<file path="src/hw/rtl/ssat_pkg.sv">
// Package for the slew-shaped saturator: fixed-point constants, register map,
// sequencer state types and the sine-series divisor table.
// No dependencies; compiled before every other file of the block.
package ssat_pkg;

  // Q.24 constants used by the soft limiter and the drive stage.
  localparam int unsigned SIN_W = 25;  // holds values up to and including 1.0
  localparam int unsigned SQ_W  = 26;  // holds x^2 and the series products
  localparam int unsigned DIV_W = 7;   // widest series divisor
  localparam int unsigned SIN_TERMS = 5;

  localparam logic [SIN_W-1:0] Q_ONE     = 25'h100_0000;
  localparam logic [SIN_W-1:0] HALF_PI_Q = 25'd26353589;
  localparam logic [31:0] DRIVE_GAIN_Q   = 32'd2264924;
  localparam logic [31:0] DRIVE_INV_Q    = 32'd124275674;

  // APB register map, one 32-bit register per word.
  localparam int unsigned ADDR_W = 5;

  typedef enum logic [2:0] {
    REG_SLEW_GAIN      = 3'd0,
    REG_INV_SLEW_GAIN  = 3'd1,
    REG_PREV_SLEW_GAIN = 3'd2,
    REG_BALANCE_RAW    = 3'd3,
    REG_BALANCE_HELD   = 3'd4
  } cfg_reg_e;

  localparam logic [31:0] RST_SLEW_GAIN      = 32'd3489661;
  localparam logic [31:0] RST_INV_SLEW_GAIN  = 32'd80659691;
  localparam logic [31:0] RST_PREV_SLEW_GAIN = 32'd5586813;
  localparam logic [31:0] RST_BALANCE_RAW    = 32'd1678;
  localparam logic [31:0] RST_BALANCE_HELD   = 32'd16775538;

  // Sequencer states of the sample datapath.
  typedef enum logic [4:0] {
    ST_IDLE,
    ST_SLEW,
    ST_SIN_SQ,
    ST_SIN_MT,
    ST_SIN_DIV,
    ST_SIN_FIN,
    ST_LM,
    ST_MIXH,
    ST_MIXR,
    ST_MIXS,
    ST_COMB,
    ST_SUB1,
    ST_SUB2,
    ST_Y,
    ST_DRV,
    ST_OUT,
    ST_EMIT
  } state_e;

  // Where the shared sine routine returns to.
  typedef enum logic {
    RET_SLEW,
    RET_DRIVE
  } ret_e;

  // Divisors of the Horner series, innermost term first.
  function automatic logic [DIV_W-1:0] sine_div(input logic [2:0] k);
    logic [DIV_W-1:0] d;
    case (k)
      3'd0:    d = 7'd110;
      3'd1:    d = 7'd72;
      3'd2:    d = 7'd42;
      3'd3:    d = 7'd20;
      default: d = 7'd6;
    endcase
    return d;
  endfunction

endpackage

</file>
<file path="src/hw/rtl/ssat_stream_if.sv">
// Valid/ready stream interfaces carrying the input and output samples.
// Standalone; used by the slew_shaped_saturator top level.
interface ssat_in_if #(parameter int SAMPLE_WIDTH = 32);
  logic                           valid;
  logic                           ready;
  logic signed [SAMPLE_WIDTH-1:0] sample_in;

  modport source (output valid, output sample_in, input ready);
  modport sink (input valid, input sample_in, output ready);
endinterface

interface ssat_out_if #(parameter int SAMPLE_WIDTH = 32);
  logic                           valid;
  logic                           ready;
  logic signed [SAMPLE_WIDTH-1:0] sample_out;

  modport source (output valid, output sample_out, input ready);
  modport sink (input valid, input sample_out, output ready);
endinterface

</file>
<file path="src/hw/rtl/ssat_mul.sv">
// Bit-serial shift-add multiplier with Q.24 round-to-nearest of the product.
// Standalone; instantiated by the slew_shaped_saturator top level.
module ssat_mul #(
  parameter int unsigned AW = 42,
  parameter int unsigned BW = 32
) (
  input  logic                clk_i,
  input  logic                rst_ni,
  input  logic                start_i,
  input  logic [AW-1:0]       a_i,
  input  logic [BW-1:0]       b_i,
  output logic                done_o,
  output logic [AW+BW-24:0]   res_o
);

  localparam int unsigned PW = AW + BW;
  localparam int unsigned RW = PW - 23;
  localparam int unsigned CW = $clog2(BW);

  logic [AW-1:0] mc_q;
  logic [BW-1:0] mp_q;
  logic [PW-1:0] acc_q, acc_d;
  logic [AW:0]   sum;
  logic [PW:0]   rsum;
  logic [CW-1:0] cnt_q;
  logic          run_q, rnd_q, done_q;
  logic [RW-1:0] res_q;

  // One multiplier bit per cycle: add the multiplicand into the top half, shift right.
  assign sum   = {1'b0, acc_q[PW-1:BW]} + (mp_q[0] ? {1'b0, mc_q} : '0);
  assign acc_d = {sum, acc_q[BW-1:1]};

  // Round to nearest at bit 24.
  assign rsum = {1'b0, acc_q} + (PW+1)'(24'h80_0000);

  // Control flags.
  always_ff @(posedge clk_i or negedge rst_ni) begin
    if (!rst_ni) begin
      run_q  <= 1'b0;
      rnd_q  <= 1'b0;
      done_q <= 1'b0;
      cnt_q  <= '0;
    end else begin
      done_q <= rnd_q;
      rnd_q  <= 1'b0;
      if (start_i) begin
        run_q <= 1'b1;
        cnt_q <= '0;
      end else if (run_q) begin
        cnt_q <= cnt_q + 1'b1;
        if (cnt_q == CW'(BW - 1)) begin
          run_q <= 1'b0;
          rnd_q <= 1'b1;
        end
      end
    end
  end

  // Operand and accumulator registers.
  always_ff @(posedge clk_i) begin
    if (start_i) begin
      mc_q  <= a_i;
      mp_q  <= b_i;
      acc_q <= '0;
    end else if (run_q) begin
      acc_q <= acc_d;
      mp_q  <= mp_q >> 1;
    end
    if (rnd_q) begin
      res_q <= rsum[PW:24];
    end
  end

  assign done_o = done_q;
  assign res_o  = res_q;

endmodule

</file>
<file path="src/hw/rtl/slew_shaped_saturator.sv">
// Slew-shaped saturator: one multiplier, shared bit-serially, and a sequencer.
// The latency from input transfer to valid result depends on the input: each product runs
// bit-serially through ssat_mul, inputs below 1.0 add one comb product, and each of the two sine evaluations
// adds 7 products and 5 serial divisions. One sample is in flight; the next
// is accepted in the same cycle as a result is presented.
// Reset restores register defaults and clears history. Depends on ssat_pkg, ssat_stream_if, ssat_mul.
module slew_shaped_saturator
  import ssat_pkg::*;
#(
  parameter int SAMPLE_WIDTH = 32
) (
  input  logic              clk_i,
  input  logic              rst_ni,
  ssat_in_if.sink           in_if,
  ssat_out_if.source        out_if,
  input  logic              psel,
  input  logic              penable,
  input  logic              pwrite,
  input  logic [ADDR_W-1:0] paddr,
  input  logic [31:0]       pwdata,
  output logic [31:0]       prdata,
  output logic              pready
);

  localparam int W  = SAMPLE_WIDTH;
  localparam int MW = W + 10;
  localparam int RW = MW + 9;
  localparam int SW = (RW + 1 > 42) ? RW + 1 : 42;

  localparam logic signed [SW-1:0] SAT_HI = {{(SW-W+1){1'b0}}, {(W-1){1'b1}}};
  localparam logic signed [SW-1:0] SAT_LO = ~SAT_HI;
  localparam logic signed [SW-1:0] CAP_HI = {{(SW-41){1'b0}}, 1'b1, 40'b0};
  localparam logic signed [SW-1:0] CAP_LO = (~CAP_HI) + SW'(1);

  function automatic logic signed [W-1:0] sat_w(input logic signed [SW-1:0] v);
    logic signed [SW-1:0] c;
    c = (v > SAT_HI) ? SAT_HI : ((v < SAT_LO) ? SAT_LO : v);
    return c[W-1:0];
  endfunction

  function automatic logic signed [SW-1:0] sval(input logic neg, input logic [RW-1:0] r);
    logic [SW-1:0] e;
    e = SW'(r);
    return neg ? -e : e;
  endfunction

  function automatic logic [MW-1:0] mag(input logic signed [SW-1:0] v);
    logic [SW-1:0] m;
    m = v[SW-1] ? -v : v;
    return m[MW-1:0];
  endfunction

  // Configuration registers.
  logic [31:0] slew_gain_q, inv_slew_gain_q, prev_slew_gain_q;
  logic [31:0] balance_raw_q, balance_held_q;
  logic        cfg_wr;

  // Sequencer and datapath registers.
  state_e                state_q, state_d;
  ret_e                  ret_q, ret_d;
  logic signed [W-1:0]   x_q, x_d, lim_q, lim_d, mix_q, mix_d;
  logic signed [W-1:0]   prior_input_q, prior_input_d;
  logic signed [W-1:0]   prior_mix_q, prior_mix_d;
  logic signed [W-1:0]   prior_slew_q, prior_slew_d;
  logic signed [W-1:0]   out_q, out_d;
  logic                  out_valid_q, out_valid_d;
  logic                  slew_neg_q, slew_neg_d, yneg_q, yneg_d;
  logic signed [SW-1:0]  acc_q, acc_d;
  logic [SIN_W-1:0]      sx_q, sx_d, st_q, st_d;
  logic [SQ_W-1:0]       sx2_q, sx2_d, dq_q, dq_d;
  logic [DIV_W-1:0]      rem_q, rem_d;
  logic [2:0]            k_q, k_d;
  logic [4:0]            dcnt_q, dcnt_d;

  // Multiplier hookup.
  logic                  mul_start, mul_done;
  logic [MW-1:0]         mul_a;
  logic [31:0]           mul_b;
  logic [RW-1:0]         mul_res;

  // Shared combinational terms.
  logic signed [SW-1:0]  slew_v, y_cap;
  logic signed [W-1:0]   lim_v;
  logic [MW-1:0]         x_mag, pm_mag, ps_mag;
  logic                  res_gt_pi;
  logic [SIN_W-1:0]      res_sin, res_q1, t_n;
  logic [DIV_W:0]        trial, rem_full;
  logic                  div_ge;
  logic [SQ_W-1:0]       dq_n;

  ssat_mul #(
    .AW(MW),
    .BW(32)
  ) u_mul (
    .clk_i   (clk_i),
    .rst_ni  (rst_ni),
    .start_i (mul_start),
    .a_i     (mul_a),
    .b_i     (mul_b),
    .done_o  (mul_done),
    .res_o   (mul_res)
  );

  // APB register file; a write completes in the access cycle.
  assign pready = 1'b1;
  assign cfg_wr = psel & penable & pwrite & pready;

  always_comb begin
    unique case (cfg_reg_e'(paddr[4:2]))
      REG_SLEW_GAIN:      prdata = slew_gain_q;
      REG_INV_SLEW_GAIN:  prdata = inv_slew_gain_q;
      REG_PREV_SLEW_GAIN: prdata = prev_slew_gain_q;
      REG_BALANCE_RAW:    prdata = balance_raw_q;
      REG_BALANCE_HELD:   prdata = balance_held_q;
      default:            prdata = '0;
    endcase
  end

  always_ff @(posedge clk_i or negedge rst_ni) begin
    if (!rst_ni) begin
      slew_gain_q      <= RST_SLEW_GAIN;
      inv_slew_gain_q  <= RST_INV_SLEW_GAIN;
      prev_slew_gain_q <= RST_PREV_SLEW_GAIN;
      balance_raw_q    <= RST_BALANCE_RAW;
      balance_held_q   <= RST_BALANCE_HELD;
    end else if (cfg_wr) begin
      unique case (cfg_reg_e'(paddr[4:2]))
        REG_SLEW_GAIN:      slew_gain_q      <= pwdata;
        REG_INV_SLEW_GAIN:  inv_slew_gain_q  <= pwdata;
        REG_PREV_SLEW_GAIN: prev_slew_gain_q <= pwdata;
        REG_BALANCE_RAW:    balance_raw_q    <= pwdata;
        REG_BALANCE_HELD:   balance_held_q   <= pwdata;
        default: ;
      endcase
    end
  end

  // Terms shared by several sequencer steps.
  assign slew_v    = SW'(in_if.sample_in) - SW'(prior_input_q);
  assign x_mag     = mag(SW'(x_q));
  assign pm_mag    = mag(SW'(prior_mix_q));
  assign ps_mag    = mag(SW'(prior_slew_q));
  assign res_gt_pi = mul_res > RW'(HALF_PI_Q);
  assign res_sin   = mul_res[SIN_W-1:0];
  assign res_q1    = (mul_res > RW'(Q_ONE)) ? Q_ONE : mul_res[SIN_W-1:0];
  assign lim_v     = sat_w(sval(slew_neg_q, mul_res));
  assign y_cap     = (acc_q > CAP_HI) ? CAP_HI : ((acc_q < CAP_LO) ? CAP_LO : acc_q);

  // Restoring division by a series constant, one quotient bit per cycle.
  assign trial    = {rem_q, dq_q[SQ_W-1]};
  assign div_ge   = trial >= {1'b0, sine_div(k_q)};
  assign rem_full = div_ge ? (trial - {1'b0, sine_div(k_q)}) : trial;
  assign dq_n     = {dq_q[SQ_W-2:0], div_ge};
  assign t_n      = (dq_n >= SQ_W'(Q_ONE)) ? '0 : (Q_ONE - dq_n[SIN_W-1:0]);

  // Sequencer: walks the sample through the shared multiplier.
  always_comb begin
    state_d       = state_q;
    ret_d         = ret_q;
    x_d           = x_q;
    lim_d         = lim_q;
    mix_d         = mix_q;
    prior_input_d = prior_input_q;
    prior_mix_d   = prior_mix_q;
    prior_slew_d  = prior_slew_q;
    out_d         = out_q;
    out_valid_d   = out_valid_q & ~out_if.ready;
    slew_neg_d    = slew_neg_q;
    yneg_d        = yneg_q;
    acc_d         = acc_q;
    sx_d          = sx_q;
    st_d          = st_q;
    sx2_d         = sx2_q;
    dq_d          = dq_q;
    rem_d         = rem_q;
    k_d           = k_q;
    dcnt_d        = dcnt_q;
    mul_start     = 1'b0;
    mul_a         = '0;
    mul_b         = '0;
    in_if.ready   = 1'b0;

    unique case (state_q)
      ST_IDLE: begin
        in_if.ready = 1'b1;
        if (in_if.valid) begin
          x_d           = in_if.sample_in;
          prior_input_d = in_if.sample_in;
          slew_neg_d    = slew_v[SW-1];
          mul_start     = 1'b1;
          mul_a         = mag(slew_v);
          mul_b         = slew_gain_q;
          state_d       = ST_SLEW;
        end
      end
      ST_SLEW: begin
        if (mul_done) begin
          mul_start = 1'b1;
          if (res_gt_pi) begin
            mul_a   = MW'(Q_ONE);
            mul_b   = inv_slew_gain_q;
            state_d = ST_LM;
          end else begin
            sx_d    = res_sin;
            ret_d   = RET_SLEW;
            mul_a   = MW'(res_sin);
            mul_b   = 32'(res_sin);
            state_d = ST_SIN_SQ;
          end
        end
      end
      ST_SIN_SQ: begin
        if (mul_done) begin
          sx2_d     = mul_res[SQ_W-1:0];
          st_d      = Q_ONE;
          k_d       = '0;
          mul_start = 1'b1;
          mul_a     = MW'(mul_res[SQ_W-1:0]);
          mul_b     = 32'(Q_ONE);
          state_d   = ST_SIN_MT;
        end
      end
      ST_SIN_MT: begin
        if (mul_done) begin
          dq_d    = mul_res[SQ_W-1:0];
          rem_d   = '0;
          dcnt_d  = '0;
          state_d = ST_SIN_DIV;
        end
      end
      ST_SIN_DIV: begin
        dq_d   = dq_n;
        rem_d  = rem_full[DIV_W-1:0];
        dcnt_d = dcnt_q + 5'd1;
        if (dcnt_q == 5'(SQ_W - 1)) begin
          st_d      = t_n;
          mul_start = 1'b1;
          mul_b     = 32'(t_n);
          if (k_q == 3'(SIN_TERMS - 1)) begin
            mul_a   = MW'(sx_q);
            state_d = ST_SIN_FIN;
          end else begin
            k_d     = k_q + 3'd1;
            mul_a   = MW'(sx2_q);
            state_d = ST_SIN_MT;
          end
        end
      end
      ST_SIN_FIN: begin
        if (mul_done) begin
          mul_start = 1'b1;
          mul_a     = MW'(res_q1);
          if (ret_q == RET_SLEW) begin
            mul_b   = inv_slew_gain_q;
            state_d = ST_LM;
          end else begin
            mul_b   = DRIVE_INV_Q;
            state_d = ST_OUT;
          end
        end
      end
      ST_LM: begin
        if (mul_done) begin
          lim_d     = lim_v;
          acc_d     = SW'(lim_v);
          mul_start = 1'b1;
          mul_a     = pm_mag;
          mul_b     = balance_held_q;
          state_d   = ST_MIXH;
        end
      end
      ST_MIXH: begin
        if (mul_done) begin
          acc_d     = acc_q + sval(prior_mix_q[W-1], mul_res);
          mul_start = 1'b1;
          mul_a     = x_mag;
          mul_b     = balance_raw_q;
          state_d   = ST_MIXR;
        end
      end
      ST_MIXR: begin
        if (mul_done) begin
          acc_d   = acc_q + sval(x_q[W-1], mul_res);
          state_d = ST_MIXS;
        end
      end
      ST_MIXS: begin
        // Saturate the mix, then form the comb term (1.0 for large inputs).
        mix_d     = sat_w(acc_q);
        mul_start = 1'b1;
        if (x_mag >= MW'(Q_ONE)) begin
          mul_a   = ps_mag;
          mul_b   = 32'(Q_ONE);
          state_d = ST_SUB1;
        end else begin
          mul_a   = x_mag;
          mul_b   = 32'(x_mag[SIN_W-1:0]);
          state_d = ST_COMB;
        end
      end
      ST_COMB: begin
        if (mul_done) begin
          mul_start = 1'b1;
          mul_a     = ps_mag;
          mul_b     = 32'(res_q1);
          state_d   = ST_SUB1;
        end
      end
      ST_SUB1: begin
        if (mul_done) begin
          mul_start = 1'b1;
          mul_a     = mul_res[MW-1:0];
          mul_b     = prev_slew_gain_q;
          state_d   = ST_SUB2;
        end
      end
      ST_SUB2: begin
        if (mul_done) begin
          acc_d   = SW'(mix_q) - sval(prior_slew_q[W-1], mul_res);
          state_d = ST_Y;
        end
      end
      ST_Y: begin
        yneg_d    = acc_q[SW-1];
        mul_start = 1'b1;
        mul_a     = mag(y_cap);
        mul_b     = DRIVE_GAIN_Q;
        state_d   = ST_DRV;
      end
      ST_DRV: begin
        if (mul_done) begin
          mul_start = 1'b1;
          if (res_gt_pi) begin
            mul_a   = MW'(Q_ONE);
            mul_b   = DRIVE_INV_Q;
            state_d = ST_OUT;
          end else begin
            sx_d    = res_sin;
            ret_d   = RET_DRIVE;
            mul_a   = MW'(res_sin);
            mul_b   = 32'(res_sin);
            state_d = ST_SIN_SQ;
          end
        end
      end
      ST_OUT: begin
        if (mul_done) begin
          acc_d   = sval(yneg_q, mul_res);
          state_d = ST_EMIT;
        end
      end
      ST_EMIT: begin
        // Hand the result to the output register once it is free.
        if (!out_valid_q || out_if.ready) begin
          out_d        = sat_w(acc_q);
          out_valid_d  = 1'b1;
          prior_mix_d  = mix_q;
          prior_slew_d = lim_q;
          state_d      = ST_IDLE;
        end
      end
      default: state_d = ST_IDLE;
    endcase
  end

  // Control state and sample history.
  always_ff @(posedge clk_i or negedge rst_ni) begin
    if (!rst_ni) begin
      state_q       <= ST_IDLE;
      ret_q         <= RET_SLEW;
      out_valid_q   <= 1'b0;
      prior_input_q <= '0;
      prior_mix_q   <= '0;
      prior_slew_q  <= '0;
      k_q           <= '0;
      dcnt_q        <= '0;
    end else begin
      state_q       <= state_d;
      ret_q         <= ret_d;
      out_valid_q   <= out_valid_d;
      prior_input_q <= prior_input_d;
      prior_mix_q   <= prior_mix_d;
      prior_slew_q  <= prior_slew_d;
      k_q           <= k_d;
      dcnt_q        <= dcnt_d;
    end
  end

  // Working registers.
  always_ff @(posedge clk_i) begin
    x_q        <= x_d;
    lim_q      <= lim_d;
    mix_q      <= mix_d;
    out_q      <= out_d;
    slew_neg_q <= slew_neg_d;
    yneg_q     <= yneg_d;
    acc_q      <= acc_d;
    sx_q       <= sx_d;
    st_q       <= st_d;
    sx2_q      <= sx2_d;
    dq_q       <= dq_d;
    rem_q      <= rem_d;
  end

  assign out_if.valid      = out_valid_q;
  assign out_if.sample_out = out_q;

  // The input history moves only on a transfer into the block.
  a_prior_input_hold: assert property (@(posedge clk_i) disable iff (!rst_ni)
    !(in_if.valid && in_if.ready) |=> $stable(prior_input_q))
    else $error("prior input changed without an input transfer");

  // Mix and slew history move only when a result enters the output register.
  a_prior_mix_hold: assert property (@(posedge clk_i) disable iff (!rst_ni)
    (state_q != ST_EMIT) |=> ($stable(prior_mix_q) && $stable(prior_slew_q)))
    else $error("history changed outside result hand-off");

  // The series index stays within its five terms.
  a_series_index: assert property (@(posedge clk_i) disable iff (!rst_ni)
    (state_q == ST_SIN_MT || state_q == ST_SIN_DIV) |-> (k_q < 3'(SIN_TERMS)))
    else $error("sine series index out of range");

  // Leaving the hand-off state always presents a result.
  a_emit_valid: assert property (@(posedge clk_i) disable iff (!rst_ni)
    (state_q == ST_EMIT && (!out_valid_q || out_if.ready)) |=> out_valid_q)
    else $error("result lost at hand-off");

endmodule
</file>
<file path="src/flat_wrapper.sv">
// flat-port wrapper written by rule: the top's interface ports become plain ports
module slew_shaped_saturator_flat import ssat_pkg::*;
#(
  parameter int SAMPLE_WIDTH = 32
)
  (clk_i, rst_ni, psel, penable, pwrite, paddr, pwdata, prdata, pready, in_if_valid, in_if_sample_in, in_if_ready, out_if_valid, out_if_sample_out, out_if_ready);
  ssat_in_if #(.SAMPLE_WIDTH(SAMPLE_WIDTH)) in_if_i ();
  ssat_out_if #(.SAMPLE_WIDTH(SAMPLE_WIDTH)) out_if_i ();
  input  logic clk_i;
  input  logic rst_ni;
  input  logic psel;
  input  logic penable;
  input  logic pwrite;
  input  logic [ADDR_W-1:0] paddr;
  input  logic [31:0] pwdata;
  output logic [31:0] prdata;
  output logic pready;
  input wire logic [$bits(in_if_i.valid)-1:0] in_if_valid;
  input wire logic [$bits(in_if_i.sample_in)-1:0] in_if_sample_in;
  output wire logic [$bits(in_if_i.ready)-1:0] in_if_ready;
  output wire logic [$bits(out_if_i.valid)-1:0] out_if_valid;
  output wire logic [$bits(out_if_i.sample_out)-1:0] out_if_sample_out;
  input wire logic [$bits(out_if_i.ready)-1:0] out_if_ready;
  assign in_if_i.valid = in_if_valid;
  assign in_if_i.sample_in = in_if_sample_in;
  assign in_if_ready = in_if_i.ready;
  assign out_if_valid = out_if_i.valid;
  assign out_if_sample_out = out_if_i.sample_out;
  assign out_if_i.ready = out_if_ready;
  slew_shaped_saturator #(.SAMPLE_WIDTH(SAMPLE_WIDTH)) u_core (.clk_i(clk_i), .rst_ni(rst_ni), .in_if(in_if_i), .out_if(out_if_i), .psel(psel), .penable(penable), .pwrite(pwrite), .paddr(paddr), .pwdata(pwdata), .prdata(prdata), .pready(pready));
endmodule
</file>
<file path="config.mk">
export PLATFORM = sky130hd
export DESIGN_NAME = slew_shaped_saturator_flat
export DESIGN_NICKNAME = d
export VERILOG_FILES = /design/src/hw/rtl/ssat_pkg.sv /design/src/hw/rtl/ssat_stream_if.sv /design/src/hw/rtl/ssat_mul.sv /design/src/hw/rtl/slew_shaped_saturator.sv /design/src/flat_wrapper.sv
export SDC_FILE = /design/constraint.sdc
export NUM_CORES = 2
export LEC_CHECK = 0
export ABC_AREA = 1
export BUFFER_PORTS_ARGS = -buffer_cell sky130_fd_sc_hd__buf_4
export CAP_MARGIN = 20
export CORE_MARGIN = 5
export CORE_UTILIZATION = 35
export DETAILED_ROUTE_END_ITERATION = 7
export PLACE_DENSITY = 0.52
export SKIP_CTS_REPAIR_TIMING = 1
export SYNTH_ARGS = -nofsm -noshare
export SYNTH_HDL_FRONTEND = slang
export SYNTH_HIERARCHICAL = 1
export SYNTH_SLANG_ARGS = --single-unit
</file>
<file path="constraint.sdc">
create_clock -name clk_i -period 6.9 [get_ports clk_i]
set_input_delay 1.38 -clock clk_i [delete_from_list [all_inputs] [get_ports clk_i]]
set_output_delay 1.38 -clock clk_i [all_outputs]
set_load 0.02 [all_outputs]
</file>
==> results.ini <==
[status]
run_status = complete, no violations

[route]
avgRoutedWirePerCell_um = 25.03
dr_total_vias = 60328
ant_nets = 0
drc = 0
drtIter0Drc = 7842
routed_wl_um = 270900
via_per_inst = 5.573
first_pass_iters = 8

[worst_setup_path]
worstRegToRegCells = 22
rr_startpoint = u_core/u_mul/res_o[0]
cp-end-kind = register
cpPeakStageDelay_ps = 570
reg2reg_slack_ps = 1090
cp_slowest_cell = a21oi_1
path_class = register to register
crit_chain = inv_2 -> ha_1 -> buf_4 -> inv_1 -> nor2_1 -> and2_1 -> xor2_1 -> nand2_1 -> o21ai_0 -> ha_1 -> a21oi_1 -> o21ai_0 -> inv_1 -> o21ai_0 -> a21oi_1 -> nand2_1 -> a21oi_1 -> inv_1 -> nand2_1 -> nand3b_1 -> nand3_1 -> nand4_1
worstPathMaxFanout = 5
critPathLaunch = u_core/u_mul/res_o[0]
critPathRequiredTime_ps = 7280
worstPathArrival_ps = 6190
r2r-end = u_core/acc_q[43]
crit_path_start_kind = register

[grt]
grt_pass1_vias = 55321
grt-ovfl-total = 0
grt_use_total_pct = 30.59
grt_pass1_wl_um = 385700
grt_max_degree = 147
antenna_found_initial = 12

[logic_synthesis]
synth_cells = 8506
ys_seq_area_share_pct = 34.83
synth_most_common_cell = nand2_1
synthTopCellsByArea = edfxtp_1 21%, nand2_1 16%, dfrtp_1 9.1%
yosysWarnings = 6
ys_seq_elements = 721
syn_area_per_cell_sq_um = 6.694
yosysTopAreaCell = edfxtp_1
synth_area_sq_um = 56940
async_flop_share_pct = 38.70
synth_common_cells = 2426 x nand2_1, 1073 x inv_1, 942 x nor2_1
yosys.cell_types.count = 72
syn_nets = 8792
synth_top_cell_area_share_pct = 20.62
synth-edff-count = 391
synthFlopType = edfxtp_1

[hold_path]
min_to = u_core/prior_slew_q[19]
whs_path_depth = 2
holdCritStartpoint = u_core/lim_q[19]
hold_class = register to register

[clock_network]
cts_buffer_depth = 3
insertion_delay_ps = 780
cts_sinks = 721
cts_tree = built
cts_buffers = 94
clock-root-buffer = clkbuf_16
htreeDepth = 3
clk_pin_slew_ps = 60

[placed_design]
place_inst = 10641
placed_cell_area_sq_um = 60490
dp_slack_ps = 1496
dp_hpwl_um = 212600
gp_congestion = 1.025
portBuffers = 139

[power]
p_seq_share_pct = 44.2
p_int_mw = 8.183
clkPwrFrac_pct = 47.7
power_frac_comb_pct = 8.1
p_switching_mw = 2.986
power_mw = 11.17
p_leak_nw = 28.50
p_sw_share_pct = 26.74
peakVddDrop_mv = 0.2027
power_density_nw_per_um2 = 174.8

[sta]
slew_headroom_pct = 24.36
hold_viol = 0
fin_ws_ps = 1089
fin_setup_tns_ps = 0
worst_hold_slack_ps = 420.6
worstMarginPinSlew_ps = 1106
min_period_ps = 5811
setup_viol = 0
fmax_mhz = 172.1
period_share_pct = 84.21
clock_skew_ps = 104.2
rsz0062_at_grt = no
drv_slew = 0

[layout]
stdcell_area_sq_um = 63890
fin_util_pct = 39.39
fin_nets = 8851
nFillCells = 17412
seq_area_sq_um = 19840
multiInputGateArea_sq_um = 31840
synthToLayoutAreaGrowth_pct = 12.21
fin_cells = 10825
drive_gt1_share_pct = 7.542

[floorplan]
core_sq_um = 162200
die_y_um = 413.3
die_area_sq_um = 170900
top_level_ports = 143
initial_core_util_pct = 35.10
rows = 148
fp.dieW_um = 413.3

[run]
max_cap_violations = 0

-- critical path: cells and delay by family (launching register included) --
| family | cells | cell delay [ps] |
|---|---|---|
| XOR/XNOR | 1 | 380 |
| buffers and inverters | 5 | 880 |
| adder cells (fa/ha/maj) | 2 | 750 |
| AO/OA/AOI/OAI | 6 | 1460 |
| flip-flops | 1 | 510 |
| AND/OR/NAND/NOR | 8 | 1440 |
-- final cells by class --
| cell class | count | share of cell area [%] |
|---|---|---|
| sequential | 721 | 31.05 |
| clock inverter | 68 | 1.369 |
| clock buffer | 108 | 3.844 |
| inverter | 1090 | 6.412 |
| timing repair buffer | 262 | 3.208 |
| antenna | 5 | 0.01958 |
| multi-input combinational | 6396 | 49.84 |
| tap | 2175 | 4.259 |
-- registers in the layout, summed over array words and instances, names as in the netlist, 42 cells and up --
| name | count |
|---|---|
| u_core/u_mul/acc_q | 51 |
| u_core/u_mul/mc_q | 42 |
| u_core/u_mul/res_o | 51 |
| u_core/acc_q | 52 |
-- metal layers --
| metal | global-route usage (%) | part of all wire (%) |
|---|---|---|
| met5 | 0 | 0.0092 |
| met4 | 10.70 | 3.7 |
| met3 | 5.538 | 9.0 |
| met2 | 46.91 | 43 |
| met1 | 43.23 | 44 |
-- placed cells by master, fill, tap and decap left out, types with 19 or more instances in the layout --
master        n
a31oi_1      29
nand3b_1     31
inv_1      1071
nand3_1     523
o21bai_1     30
nand4_1     147
edfxtp_1    391
clkbuf_16    95
a211oi_1     26
dfxtp_1      51
nand2_2      46
nand2_1    2424
o2111ai_1    35
buf_4       255
clkinv_1     19
dfrtp_1     206
or2_2        39
a221oi_1     31
xnor2_1      25
nor2_1      929
a22oi_1      27
nor4_1       27
ha_1        205
nor3_1      123
xor2_1      130
dfstp_2      71
a21oi_1     436
o22ai_1      45
nor2_2       23
a21o_1       24
clkinv_2     24
o211ai_1     56
o21ai_0     814
-- power groups by stage --
stage / Combinational [mW] / Clock, mW / Sequential, mW
3_3_place_gp: 0.882 / 0 / 5.01
4_1_cts: 0.903 / 5.44 / 4.93
6_report: 0.907 / 5.32 / 4.94
2_1_floorplan: 0.594 / 0 / 4.97
3_5_place_dp: 0.899 / 0 / 5.02
5_1_grt: 1.03 / 5.60 / 4.96
-- worst max path at each step --
stage                           endpoint  slack, ps
detailed placement      u_core/acc_q[48]       1500
global route            u_core/acc_q[43]        890
global placement        u_core/acc_q[48]       1510
CTS                     u_core/acc_q[48]       1420
finish                  u_core/acc_q[43]       1090
floorplan           u_core/u_mul/mp_q[0]        120
-- kinds of logic (layout without fill, tap and decap cells) --
group	count (synthesis)	after routing	share of synthesized area (%)
DFF	721	721	34.83
xor gates and xnor gates	155	155	2.384
buffers and inverters	1389	1528	9.497
other	1	6	0.006586
and+or+nand+nor	4371	4371	32.12
adders and majority gates	210	210	4.681
AOI/OAI and AO/OA	1659	1659	16.48
No activity file was read; power rests on OpenSTA's default activity.
